## config.mk

```make
export PLATFORM = sky130hd
export DESIGN_NAME = led_driver_serial_frame_writer
export DESIGN_NICKNAME = d
export VERILOG_FILES = /design/src/rtl/ledsw_pkg.sv /design/src/rtl/led_driver_serial_frame_writer.sv /design/src/rtl/ledsw_shifter.sv
export VERILOG_INCLUDE_DIRS = /design/src /design/src/rtl
export SDC_FILE = /design/constraint.sdc
export NUM_CORES = 1
export LEC_CHECK = 0
export ABC_AREA = 1
export BUFFER_PORTS_ARGS = -buffer_cell sky130_fd_sc_hd__buf_2
export CORE_ASPECT_RATIO = 1.4
export CORE_MARGIN = 2
export CORE_UTILIZATION = 65
export CTS_BUF_LIST = sky130_fd_sc_hd__clkbuf_4 sky130_fd_sc_hd__clkbuf_8
export CTS_CLUSTER_DIAMETER = 150
export DETAILED_ROUTE_END_ITERATION = 7
export PLACE_DENSITY_LB_ADDON = 0.08
export SYNTH_ARGS = -nofsm -noshare
export SYNTH_HDL_FRONTEND = slang
export SYNTH_HIERARCHICAL = 1
export SYNTH_SLANG_ARGS = --single-unit
```

## constraint.sdc

```tcl
create_clock -name clk -period 6.76 [get_ports clk]
set_clock_uncertainty 0.15 [all_clocks]
set_input_delay 0.676 -clock clk [delete_from_list [all_inputs] [get_ports clk]]
set_output_delay 0.676 -clock clk [all_outputs]
set_load 0.02 [all_outputs]
```

## src/rtl/led_driver_serial_frame_writer_macros.svh

```systemverilog
// ----------------------------------------------------------------------------
// led driver serial frame writer assertion macros
// shared concurrent check helpers for the rtl files
// ----------------------------------------------------------------------------
`ifndef LED_DRIVER_SERIAL_FRAME_WRITER_MACROS_SVH
`define LED_DRIVER_SERIAL_FRAME_WRITER_MACROS_SVH

// same-cycle implication, disabled in reset
`define LEDSW_ASSERT_IMP(label, clk, rst, a, b) \
  label: assert property (@(posedge clk) disable iff (rst) (a) |-> (b)) \
    else $error("ledsw implication check failed");

// next-cycle implication, disabled in reset
`define LEDSW_ASSERT_NXT(label, clk, rst, a, b) \
  label: assert property (@(posedge clk) disable iff (rst) (a) |=> (b)) \
    else $error("ledsw next-cycle check failed");

`endif

```

## src/rtl/ledsw_pkg.sv

```systemverilog
// ----------------------------------------------------------------------------
// ledsw_pkg
// types, codes and the frame step table of the led serial frame writer
// ----------------------------------------------------------------------------
package ledsw_pkg;

  localparam int SHIFT_W     = 9;
  localparam int SHIFT_CNT_W = $clog2(SHIFT_W + 1);
  localparam int STEP_IDX_W  = 3;

  // operation codes
  localparam logic [2:0] OP_START      = 3'd0;
  localparam logic [2:0] OP_STOP       = 3'd1;
  localparam logic [2:0] OP_DATA_BEGIN = 3'd2;
  localparam logic [2:0] OP_DATA_BYTE  = 3'd3;
  localparam logic [2:0] OP_DATA_END   = 3'd4;
  localparam logic [2:0] OP_BRIGHT     = 3'd5;

  // line event codes
  localparam logic [1:0] EV_SELECT  = 2'd0;
  localparam logic [1:0] EV_BIT     = 2'd1;
  localparam logic [1:0] EV_RELEASE = 2'd2;

  // frame prefixes and commands
  localparam logic [2:0] PFX_CMD   = 3'h4;
  localparam logic [2:0] PFX_DATA  = 3'h5;
  localparam logic [7:0] C_DISABLE = 8'h00;
  localparam logic [7:0] C_ENABLE  = 8'h01;
  localparam logic [7:0] C_NMOS8   = 8'h20;
  localparam logic [7:0] C_LEDON   = 8'h03;
  localparam logic [7:0] C_BRIGHT  = 8'hA0;

  localparam logic [3:0] BRIGHT_RESET = 4'hF;

  typedef struct packed {
    logic [2:0] op;
    logic [7:0] value;
  } in_beat_t;

  typedef struct packed {
    logic [1:0] event_kind;
    logic       bit_value;
    logic       last;
  } out_beat_t;

  typedef enum logic [1:0] {
    STEP_NONE,
    STEP_SELECT,
    STEP_BITS,
    STEP_RELEASE
  } step_kind_t;

  typedef struct packed {
    step_kind_t             kind;
    logic [SHIFT_W-1:0]     word;
    logic [SHIFT_CNT_W-1:0] count;
    logic                   final_step;
  } step_t;

  typedef struct packed {
    logic                   load;
    logic                   shift;
    logic [SHIFT_W-1:0]     word;
    logic [SHIFT_CNT_W-1:0] count;
  } shift_ctl_t;

  typedef struct packed {
    logic                   msb;
    logic [SHIFT_CNT_W-1:0] remaining;
  } shift_stat_t;

  function automatic step_t mk_step(step_kind_t k, logic [SHIFT_W-1:0] w,
                                    logic [SHIFT_CNT_W-1:0] n, logic f);
    step_t s;
    s.kind       = k;
    s.word       = w;
    s.count      = n;
    s.final_step = f;
    return s;
  endfunction

  // select and release carry no bits
  function automatic step_t mk_line(step_kind_t k, logic f);
    return mk_step(k, '0, '0, f);
  endfunction

  // command byte msb first then the trailing zero bit
  function automatic step_t mk_cmd(logic [7:0] c, logic f);
    return mk_step(STEP_BITS, {c, 1'b0}, SHIFT_CNT_W'(SHIFT_W), f);
  endfunction

  function automatic step_t mk_prefix(logic [2:0] p);
    return mk_step(STEP_BITS, {p, {(SHIFT_W-3){1'b0}}}, SHIFT_CNT_W'(3), 1'b0);
  endfunction

  // nibbles go out low first, each lsb first: the byte reversed, msb first
  function automatic step_t mk_byte(logic [7:0] v);
    logic [7:0] r;
    for (int i = 0; i < 8; i++) begin
      r[7-i] = v[i];
    end
    return mk_step(STEP_BITS, {r, 1'b0}, SHIFT_CNT_W'(8), 1'b1);
  endfunction

  function automatic step_t step_lookup(logic [2:0] op, logic [STEP_IDX_W-1:0] idx,
                                        logic [3:0] bright, logic [7:0] value);
    step_t s;
    s = mk_line(STEP_NONE, 1'b1);
    unique case (op) inside
      OP_START: begin
        unique case (idx)
          3'd0: s = mk_line(STEP_SELECT, 1'b0);
          3'd1: s = mk_prefix(PFX_CMD);
          3'd2: s = mk_cmd(C_DISABLE, 1'b0);
          3'd3: s = mk_cmd(C_NMOS8, 1'b0);
          3'd4: s = mk_cmd(C_ENABLE, 1'b0);
          3'd5: s = mk_cmd(C_LEDON, 1'b0);
          3'd6: s = mk_cmd(C_BRIGHT | {4'h0, bright}, 1'b0);
          default: s = mk_line(STEP_RELEASE, 1'b1);
        endcase
      end
      OP_STOP, OP_BRIGHT: begin
        unique case (idx)
          3'd0: s = mk_line(STEP_SELECT, 1'b0);
          3'd1: s = mk_prefix(PFX_CMD);
          3'd2: s = (op == OP_STOP) ? mk_cmd(C_DISABLE, 1'b0)
                                    : mk_cmd(C_BRIGHT | {4'h0, value[3:0]}, 1'b0);
          default: s = mk_line(STEP_RELEASE, 1'b1);
        endcase
      end
      OP_DATA_BEGIN: begin
        unique case (idx)
          3'd0: s = mk_line(STEP_SELECT, 1'b0);
          3'd1: s = mk_prefix(PFX_DATA);
          default: s = mk_step(STEP_BITS, '0, SHIFT_CNT_W'(7), 1'b1);
        endcase
      end
      OP_DATA_BYTE: s = mk_byte(value);
      OP_DATA_END:  s = mk_line(STEP_RELEASE, 1'b1);
      default:      s = mk_line(STEP_NONE, 1'b1);
    endcase
    return s;
  endfunction

endpackage

```

## src/rtl/led_driver_serial_frame_writer.sv

```systemverilog
// ----------------------------------------------------------------------------
// led_driver_serial_frame_writer
// turns led matrix driver operations into chip select / data bit line events
// ----------------------------------------------------------------------------
// usage
// - in channel (in_valid/in_ready/in_data): one beat is one operation, op and
//   value; in_ready is high only while the sequencer is idle
// - out channel (out_valid/out_ready/out_data): one beat per line event,
//   last marks the final event of the operation
// - cfg_wr_en/cfg_wr_data set the brightness used by the start sequence;
//   write only while idle
// - steps: an operation walks a short step list; a select or release step
//   emits its event directly, a bit step loads its word into the shared
//   shift register and then shifts the bits out msb first, one per event
// - the first event passes the step state and then the event register;
//   a data byte first takes a load step, then enters the shift state
// - unused op codes are accepted and produce no events
// - reset clears the sequencer and output register, brightness returns to 15
// - a stall on out_ready holds the event register and the sequencer at its
//   next event (a load step still runs); no event is dropped or repeated
// ----------------------------------------------------------------------------
`include "led_driver_serial_frame_writer_macros.svh"

module led_driver_serial_frame_writer (
  input  logic                 clk,
  input  logic                 rst,
  input  logic                 in_valid,
  output logic                 in_ready,
  input  ledsw_pkg::in_beat_t  in_data,
  output logic                 out_valid,
  input  logic                 out_ready,
  output ledsw_pkg::out_beat_t out_data,
  input  logic                 cfg_wr_en,
  input  logic [3:0]           cfg_wr_data
);
  import ledsw_pkg::*;

  typedef enum logic [1:0] {
    S_IDLE,
    S_STEP,
    S_SHIFT
  } state_t;

  state_t                state;
  logic [STEP_IDX_W-1:0] idx;
  logic [2:0]            op_r;
  logic [7:0]            value_r;
  logic [3:0]            bright;

  step_t       cur;
  shift_ctl_t  sh_ctl;
  shift_stat_t sh_stat;
  logic        out_free;
  logic        emit;
  out_beat_t   emit_beat;
  logic        step_done;

  // the one shift unit every bit step runs through
  ledsw_shifter u_shifter (
    .clk  (clk),
    .rst  (rst),
    .ctl  (sh_ctl),
    .stat (sh_stat)
  );

  assign in_ready = (state == S_IDLE);
  // output register can take a new event this cycle
  assign out_free = !out_valid || out_ready;

  always_comb begin
    cur       = step_lookup(op_r, idx, bright, value_r);
    sh_ctl    = '0;
    emit      = 1'b0;
    emit_beat = '0;
    step_done = 1'b0;
    unique case (state)
      S_STEP: begin
        unique case (cur.kind) inside
          STEP_SELECT, STEP_RELEASE: begin
            if (out_free) begin
              emit                 = 1'b1;
              emit_beat.event_kind = (cur.kind == STEP_SELECT) ? EV_SELECT : EV_RELEASE;
              emit_beat.last       = cur.final_step;
              step_done            = 1'b1;
            end
          end
          STEP_BITS: begin
            // load the word and move to the shift state
            sh_ctl.load  = 1'b1;
            sh_ctl.word  = cur.word;
            sh_ctl.count = cur.count;
          end
          default: step_done = 1'b1;
        endcase
      end
      S_SHIFT: begin
        if (out_free) begin
          emit                 = 1'b1;
          emit_beat.event_kind = EV_BIT;
          emit_beat.bit_value  = sh_stat.msb;
          emit_beat.last       = cur.final_step && (sh_stat.remaining == SHIFT_CNT_W'(1));
          sh_ctl.shift         = 1'b1;
          step_done            = (sh_stat.remaining == SHIFT_CNT_W'(1));
        end
      end
      default: ;
    endcase
  end

  always_ff @(posedge clk) begin
    if (rst) begin
      state     <= S_IDLE;
      idx       <= '0;
      out_valid <= 1'b0;
      bright    <= BRIGHT_RESET;
    end else begin
      if (cfg_wr_en) begin
        bright <= cfg_wr_data;
      end
      // event register: refill on emit, drain when taken
      if (emit) begin
        out_valid <= 1'b1;
        out_data  <= emit_beat;
      end else if (out_ready) begin
        out_valid <= 1'b0;
      end
      unique case (state)
        S_IDLE: begin
          if (in_valid) begin
            op_r    <= in_data.op;
            value_r <= in_data.value;
            idx     <= '0;
            state   <= S_STEP;
          end
        end
        S_STEP: begin
          if (cur.kind == STEP_BITS) begin
            state <= S_SHIFT;
          end else if (step_done) begin
            if (cur.final_step) begin
              state <= S_IDLE;
            end else begin
              idx <= idx + STEP_IDX_W'(1);
            end
          end
        end
        S_SHIFT: begin
          if (step_done) begin
            if (cur.final_step) begin
              state <= S_IDLE;
            end else begin
              idx   <= idx + STEP_IDX_W'(1);
              state <= S_STEP;
            end
          end
        end
        default: state <= S_IDLE;
      endcase
    end
  end

  // an accepted operation always keeps the input closed for the next cycle
  `LEDSW_ASSERT_NXT(a_busy_after_accept, clk, rst, in_valid && in_ready, !in_ready)
  // the final event of an operation returns the sequencer to idle
  `LEDSW_ASSERT_NXT(a_idle_after_last, clk, rst, emit && emit_beat.last, in_ready)
  // shifting never runs on an empty shift register
  `LEDSW_ASSERT_IMP(a_shift_has_bits, clk, rst, state == S_SHIFT, sh_stat.remaining != '0)
  // select and release events carry a zero data bit
  `LEDSW_ASSERT_IMP(a_line_bit_zero, clk, rst,
                    out_valid && out_data.event_kind != EV_BIT, !out_data.bit_value)

endmodule

```

## src/rtl/ledsw_shifter.sv

```systemverilog
// ----------------------------------------------------------------------------
// ledsw_shifter
// shared msb-first shift register with a bit counter
// ----------------------------------------------------------------------------
module ledsw_shifter (
  input  logic                 clk,
  input  logic                 rst,
  input  ledsw_pkg::shift_ctl_t  ctl,
  output ledsw_pkg::shift_stat_t stat
);
  import ledsw_pkg::*;

  logic [SHIFT_W-1:0]     word;
  logic [SHIFT_CNT_W-1:0] remaining;

  always_ff @(posedge clk) begin
    if (rst) begin
      remaining <= '0;
    end else if (ctl.load) begin
      remaining <= ctl.count;
    end else if (ctl.shift && remaining != '0) begin
      remaining <= remaining - SHIFT_CNT_W'(1);
    end
  end

  always_ff @(posedge clk) begin
    if (ctl.load) begin
      word <= ctl.word;
    end else if (ctl.shift) begin
      word <= {word[SHIFT_W-2:0], 1'b0};
    end
  end

  assign stat.msb       = word[SHIFT_W-1];
  assign stat.remaining = remaining;

endmodule

```

After elaboration in Yosys (flattened, before gate mapping):

Index checks and enable logic that the tools add are counted.

* bits in registers: 38
* latch bits: 0
* bits in writable memories: 0
* bits in read-only memories: 0
* bits of input ports: 20
* output and inout port bits: 6
* word-level logic and storage cells: 97
* memories: 0

* add/subtract/negate cells: 2
* multiply operators: 0
* div/mod/pow operators: 0
* magnitude comparators: 0
* equal/unequal tests: 22
* shift-type cells: 0
* mux-type cells: 42
* bitwise gates (word level): 1
* reduce and logical (&&, ||, !) cells: 19

Operator list (number)
* 16-bit one-hot mux with 7 select lines: 1
* 16-bit one-hot mux with 5 select lines: 1
* 16-bit one-hot mux with 3 select lines: 1
* 16-bit one-hot mux with 2 select lines: 1
* 13-bit two-way mux: 2
* 9-bit two-way mux: 2
* 2-bit two-way mux: 8
* 3-bit == test, second input constant: 5
* 3-bit two-way mux: 5
* 14-bit two-way mux: 1
* 3-bit by 2-bit == test with 1-bit output, second input constant: 4
* 1-bit two-way mux: 11
* 3-bit one-hot mux with 3 select lines: 1
* 4-bit two-way mux: 2
* 1-bit one-hot mux with 2 select lines: 4
* 2-bit == test, second input constant: 3
* 3-bit by 1-bit == test with 1-bit output, second input constant: 2
* 3-bit zero test: 2
* 2-bit inequality test, second input constant: 3
* 3-bit inequality test, second input constant: 2
* 2-bit one-hot mux with 3 select lines: 1
* 3-bit AND reduction: 2
* 2-bit nonzero test: 3
* 2-bit by 1-bit == test with 1-bit output, second input constant: 2
* 14 further kinds: 17

Depth between registers and ports, before layout:

Gate-level depths: netlist of run 1.

* depth after elaboration: 11
* mapped depth: 18
* depth with buffers taken out: 17

Modules after synthesis:

The synthesis of run 1 kept the hierarchy.

Modules (own cells, without submodules)
* led_driver_serial_frame_writer: times used 1, cells each 216, area an instance 1624.1 sq um, seq. area each 650.6 sq um
* ledsw_shifter: times used 1, cells each 86, area an instance 698.2 sq um, seq. area each 350.3 sq um

Worst setup path after synthesis of run 1:

Ideal clock, no wire load.

* path kind: register to register
* start: reg idx[0]
* end: reg out_data[0] in the netlist's numbering (enable)
* library setup time: 0.329 ns
* arrival: 1.681 ns
* data required time: 6.281 ns
* setup slack: 4.600 ns
* stages on the path, launching flop included: 10
* path buffers: 0
* period minus slack after synthesis: 2.160 ns
* cells stage by stage: dfxtp_1 inv_1 ha_1 o21ai_2 nand2_1 a21oi_1 nor2_2 nor3_1 o21ai_0 nor2_1

* longest elaborated chain between the ends: 8
* elaborated cells on any way between the ends: 17
* those cells by class: eq/ne: 8; mux: 6; reduce/logical: 3

Ends and longest elaborated chain
* from (decl): RTL line led_driver_serial_frame_writer.sv:45 `logic [STEP_IDX_W-1:0] idx;`
* from (signal assigned): RTL line led_driver_serial_frame_writer.sv:143 `idx <= idx + STEP_IDX_W'(1);`
* from (signal assigned): RTL line led_driver_serial_frame_writer.sv:152 `idx <= idx + STEP_IDX_W'(1);`
* 3-bit == test (tied with other cells): RTL line ledsw_pkg.sv:111 `unique case (idx)`
* 16-bit one-hot mux with 7 select lines (tied with other cells): RTL line ledsw_pkg.sv:111
* 16-bit one-hot mux with 5 select lines (*): RTL line ledsw_pkg.sv:109 `unique case (op) inside`
* 2-bit by 1-bit == test with 1-bit output / 2-bit == test (equally long branches)
* 2-bit OR reduction (*): RTL line led_driver_serial_frame_writer.sv:78 `unique case (cur.kind) inside`
* 1-bit two-way mux (*): RTL line led_driver_serial_frame_writer.sv:78
* 1-bit one-hot mux with 2 select lines (*): RTL line led_driver_serial_frame_writer.sv:76 `unique case (state)`
* 2-bit AND reduction (no source line) (*)
* to (signal assigned): RTL line led_driver_serial_frame_writer.sv:123 `out_data <= emit_beat;`
* to (decl): RTL line led_driver_serial_frame_writer.sv:32 `output ledsw_pkg::out_beat_t out_data,`

Every way passes the cells marked *; elsewhere a longest branch is shown, timed or not.
A chain may end at the register's enable or synchronous reset.

==> results of run 1 <==
-- worst min-delay path, cell delays in order (launching register included) --
cell     delay [ns]
dfxtp_1        0.33
nand2_1        0.05
nand3_1        0.05
-- power groups by stage --
stage / clock [W] / combinational [W] / sequential, W
floorplan: 0 / 0.000201 / 0.000313
global placement: 0 / 0.000253 / 0.000311
detailed placement: 0 / 0.000257 / 0.000313
CTS: 0.000165 / 0.000260 / 0.000308
global route: 0.000173 / 0.000294 / 0.000311
finish: 0.000162 / 0.000260 / 0.000308
-- final timing paths --
check,endpoint,from,cells after the start,slack [ns]
hold / removal,bright[1],bright[1],2,0.32
setup / recovery,u_shifter/word[1],idx[0],12,4.14
hold reg to reg,bright[1],bright[1],2,0.32
setup reg to reg,u_shifter/word[1],idx[0],12,4.14
-- synth_stat cells --
cell      instances
o21bai_1          1
edfxtp_1         24
a31oi_1           3
nand2_2           3
buf_6             2
xor2_1            1
dfxtp_1          14
nor2_1           37
a31oi_4           1
a21oi_1          20
buf_2             1
a221oi_1          2
nor2_2            5
buf_4             3
nand2_4           1
conb_1            1
nand2_1          83
inv_4             1
nand3_2           1
o211ai_2          2
nor3_1            4
ha_1              9
a22oi_1           2
o21ai_0           9
nand3_1          14
o21ai_2           2
o21ai_1           2
inv_2             6
nand4_1           4
nor2_4            5
inv_1            39
-- layout by cell type, fill, tap and decap left out, drive strengths merged --
master / n
a31oi: 4
nand3: 15
o211ai: 2
a21oi: 20
clkinvlp: 1
conb: 1
inv: 46
nand2: 87
nor2: 47
nand4: 4
clkinv: 1
xor2: 1
o21ai: 13
ha: 9
a22oi: 2
clkbuf: 6
o21bai: 1
buf: 26
a221oi: 2
edfxtp: 24
nor3: 4
dfxtp: 14
-- sequential cells by signal, summed over array words and instances (netlist names) --
name / count
bright: 4
idx: 3
op_r: 3
out_data: 4
out_valid: 1
state: 2
u_shifter/remaining: 4
u_shifter/word: 9
value_r: 8
-- final cells by class --
cell class,instances,area (um^2),area share
multi-input cells,212,1100,0.430
flip-flops and latches,38,1000,0.393
inverters,46,175,0.0687
repair buffers,26,133,0.0520
clock buffers,6,82.6,0.0324
well taps,40,50.0,0.0196
clock inverters,2,12.5,0.00491
-- cells by family after synthesis --
kind of cell / after synthesis
XOR/XNOR: 1
AND/OR/NAND/NOR: 157
buffers and inverters: 52
flip-flops: 38
AO/OA/AOI/OAI: 44
other: 1
adder cells (fa/ha/maj): 9
-- per-stage QoR --
stage | setup slack [ns] | utilization
after floorplan | 4.60 | -
after CTS | 4.18 | 0.748
after detailed placement | 4.19 | 0.720
after global placement | 4.31 | 0.720
final | 4.14 | 0.748
after global routing | 3.84 | 0.748
-- per-layer routing --
| layer | share of wire | vias to the layer above | wire (um) | GRT usage |
|---|---|---|---|---|
| li1 | - | 1028 | - | - |
| met1 | 0.39 | 890 | 1850 | 0.281 |
| met2 | 0.51 | 83 | 2410 | 0.477 |
| met3 | 0.053 | 21 | 247 | 0.0615 |
| met4 | 0.038 | 0 | 179 | 0.175 |
| met5 | 0 | - | 0 | 0 |
==> results.sh, run 1 <==
export IMPL_status="complete, no violations"
export IMPL_finalHoldViolations=0
export IMPL_fin_crit_sh=0.387
export IMPL_synth_avg_cell_area_um2=7.69
export IMPL_syn_nets=331
export IMPL_crit_required_ns=6.58
export IMPL_hold_path_class="reg -> reg"
export IMPL_path_clk_slew_ns=0.07
export IMPL_synthXorXnorAreaFrac=0.00377
export IMPL_synth_top_area_share=0.310
export IMPL_cts_max_path_buffers=2
export IMPL_maxSlewViolCount=0
export IMPL_fmax_mhz=382
export IMPL_drc=0
export IMPL_grt_pass1_vias=2008
export IMPL_leakage_nw=1.14
export IMPL_syn_to_final_growth_pct=9.81
export IMPL_critPathBufInv=3
export IMPL_fin_area_um2=2550
export IMPL_synth_compound_area_frac=0.120
export IMPL_internal_power_w=0.000454
export IMPL_relSlewSlack=0.645
export IMPL_cts_sinks=38
export IMPL_cp_max_fo=19
export IMPL_globalplace_congestion=0.925
export IMPL_p_switching_w=0.000276
export IMPL_synth_top_family_by_area="simple AND/OR/NAND/NOR gates"
export IMPL_path_delay_family="simple AND/OR/NAND/NOR gates"
export IMPL_whs_ns=0.319
export IMPL_start_kind="flip-flop"
export IMPL_synth_simple_area_share=0.298
export IMPL_synth_area_top_cells="edfxtp_1, nand2_1, dfxtp_1"
export IMPL_synth_adder_area_share=0.0485
export IMPL_critPathArrivalTime_ns=2.44
export IMPL_dp_cells=362
export IMPL_nFillCells=282
export IMPL_stdcell_count=370
export IMPL_grt_max_degree=20
export IMPL_htreeDepth=2
export IMPL_synthMuxAreaShare=0
export IMPL_num_antenna_cells=0
export IMPL_combPwrFrac=0.357
export IMPL_postCtsSetupRepairBufs=0
export IMPL_layout_drive_gt1_share=0.185
export IMPL_wire_per_inst_um=12.7
export IMPL_grt_use_total=0.272
export IMPL_rsz0062_at_grt="no"
export IMPL_tightest_slew_ns=0.531
export IMPL_die_y_um=74.7
export IMPL_ctsHoldBuffers=0
export IMPL_path_cells="inv_1, ha_1, nand2_1, inv_1, nor2_1, nand4_1, nand2_1, nand2_2, nand2_4, nor2_4, nor2_4, inv_1"
export IMPL_grt_ovfl_total=0
export IMPL_pwr_density_cell_nw_per_um2=286
export IMPL_rows=25
export IMPL_seq_power_share=0.421
export IMPL_switching_share=0.378
export IMPL_portBuffers=25
export IMPL_dpl_cell_area_um2=2450
export IMPL_synth_top_area_cell="edfxtp_1"
export IMPL_cts_resized_gates=0
export IMPL_cts_root_buf="clkbuf_8"
export IMPL_netlist_instances=302
export IMPL_ys_types=31
export IMPL_netlist_area_um2=2320
export IMPL_finalSetupViolCount=0
export IMPL_power_total_w=0.000730
export IMPL_initial_core_util=0.681
export IMPL_grt_pass1_wl_um=7940
export IMPL_via_per_inst=5.46
export IMPL_final_setup_tns_ns=0
export IMPL_num_vias=2022
export IMPL_slowest_delay_ns=0.42
export IMPL_dp_hpwl_um=3630
export IMPL_drt_total_wl_um=4700
export IMPL_drtPass1Iterations=4
export IMPL_drtIter0Drc=96
export IMPL_core_um2=3410
export IMPL_peakVddDrop_mv=0.270
export IMPL_die_width_um=54.5
export IMPL_slowest_stage="nor2_4"
export IMPL_clk_latency_ns=0.30
export IMPL_synth_seq_area_share=0.431
export IMPL_antenna_found_initial=0
export IMPL_cts_buffers=5
export IMPL_fin_nets=358
export IMPL_maxCapViolations=0
export IMPL_ant_nets=0
export IMPL_clock_power_share=0.222
export IMPL_min_period_ns=2.62
export IMPL_synth_seq_cells=38
export IMPL_die_area_um2=4070
export IMPL_end_kind="flip-flop"
export IMPL_criticalPathCategory="reg -> reg"
export IMPL_pin_count=26
export IMPL_path_common_cell="inv_1"
export IMPL_cts_tree="built"
export IMPL_ys_warn_count=6
No activity file was read; power rests on OpenSTA's default activity.
==> inputs of run 2 (changes only) <==
- CORE_UTILIZATION: 65 -> 55
- clock period: 6.76 -> 2.3 ns (I/O delays scaled with it)
==> results.sh, run 2 (synthesis results as in run 1) <==
export IMPL_ant_nets=0
export IMPL_cts_max_path_buffers=2
export IMPL_drtPass1Iterations=6
export IMPL_multiInputGateArea_um2=1210
export IMPL_fin_crit_sh=0.967
export IMPL_grt_max_degree=13
export IMPL_htreeDepth=2
export IMPL_maxSlewViolCount=0
export IMPL_finalSetupViolCount=0
export IMPL_die_area_um2=4770
export IMPL_rsz0062_at_grt="yes"
export IMPL_power_total_w=0.00226
export IMPL_hold_path_class="in -> reg"
export IMPL_globalplace_congestion=0.854
export IMPL_dp_hpwl_um=3760
export IMPL_start_kind="flip-flop"
export IMPL_cts_root_buf="clkbuf_8"
export IMPL_top_layer_used="met4"
export IMPL_grt_pass1_vias=1995
export IMPL_clk_latency_ns=0.29
export IMPL_leakage_nw=1.28
export IMPL_num_vias=2077
export IMPL_wl_met1_um=2090
export IMPL_drtIter0Drc=87
export IMPL_crit_required_ns=2.34
export IMPL_rows=28
export IMPL_pin_count=26
export IMPL_largest_reg_flops=9
export IMPL_end_kind="flip-flop"
export IMPL_final_setup_tns_ns=0
export IMPL_violations="DRC"
export IMPL_initial_core_util=0.562
export IMPL_mostFrequentLayoutCells="nand2_1, inv_1, nor2_1"
export IMPL_grt_use_total=0.224
export IMPL_regMostFlops="u_shifter/word"
export IMPL_grt_ovfl_total=0
export IMPL_route_met3_wl_um=190
export IMPL_place_ws_ns=-0.0760
export IMPL_syn_to_final_growth_pct=26.9
export IMPL_min_period_ns=2.22
export IMPL_critPathArrivalTime_ns=2.27
export IMPL_final_common_cell="nand2_1"
export IMPL_nFillCells=329
export IMPL_core_um2=4130
export IMPL_fin_nets=387
export IMPL_fmax_mhz=450
export IMPL_r2r_setup_slack_ns=0.08
export IMPL_num_antenna_cells=0
export IMPL_top_regs="u_shifter/word x9, value_r x8"
export IMPL_layout_drive_gt1_share=0.267
export IMPL_maxCapViolations=0
export IMPL_drc=1
export IMPL_portBuffers=25
export IMPL_cts_buffers=5
export IMPL_cts_sinks=38
export IMPL_peakVddDrop_mv=0.652
export IMPL_grt_pass1_wl_um=8180
export IMPL_antenna_found_initial=0
export IMPL_via_per_inst=5.14
export IMPL_whs_ns=0.0439
export IMPL_pwr_density_cell_nw_per_um2=768
export IMPL_path_clk_slew_ns=0.07
export IMPL_seq_area_um2=1010
export IMPL_finalHoldViolations=0
export IMPL_wl_met2_um=2670
export IMPL_fin_ws_ns=0.0769
export IMPL_cp_max_fo=6
export IMPL_drt_total_wl_um=5120
export IMPL_status="finished with violations"
export IMPL_wire_per_inst_um=12.7
export IMPL_cts_tree="built"
export IMPL_criticalPathCategory="reg -> reg"
export IMPL_die_y_um=80.9
export IMPL_die_width_um=58.9
run 2: critical path, cell delays in order, from the launching register on:
cell and delay, ns:
edfxtp_1 0.43, inv_1 0.15, nand2_1 0.13, o21ai_2 0.21, nor2_2 0.07, nand2_2 0.10
nand2_4 0.06, nor2_4 0.21, buf_6 0.15, nor2_4 0.04, a31oi_4 0.22, nand2_1 0.09
nand2_1 0.08, nor2_1 0.04
run 2: layer usage:
metal | up-vias | track usage
met5 | - | 0
met4 | 0 | 0.120
met3 | 14 | 0.0430
met2 | 49 | 0.397
met1 | 932 | 0.247
li1 | 1082 | -
run 2: final timing paths:
kind | to | startpoint | depth (start not counted)
worst max-delay path | u_shifter/remaining[1] | op_r[0] | 13
worst min-delay path | bright[3] | cfg_wr_en | 3
worst max register to register | u_shifter/remaining[1] | op_r[0] | 13
worst min register to register | bright[0] | bright[0] | 2
run 2: report_power, final:
group / internal (W) / total (W) / switching (W)
clock network: 0.000241 / 0.000477 / 0.000236
logic: 0.000316 / 0.000876 / 0.000560
registers: 0.000855 / 0.000911 / 0.0000565
run 2: layout make-up:
type	instances	share of cell area
inverters	46	0.0611
well taps	45	0.0191
flip-flops and latches	38	0.343
clock inverters	2	0.00424
repair buffers	55	0.134
multi-input cells	212	0.411
clock buffers	6	0.0280
run 2: metrics by stage:
stage	area [um^2]	instances	util
after floorplan	2320	302	-
after global placement	2540	377	0.613
after detailed placement	2540	377	0.613
after CTS	2810	400	0.679
after global routing	2950	404	0.713
final	2950	404	0.713
run 2: what timing repair did:
action,4_1_cts,5_1_grt
endpoints found under the hold margin,15,0
hold buffers,15,0
pin swaps,3,16
setup buffers,0,4
endpoints found under the setup margin,7,29
gates resized for setup,9,29
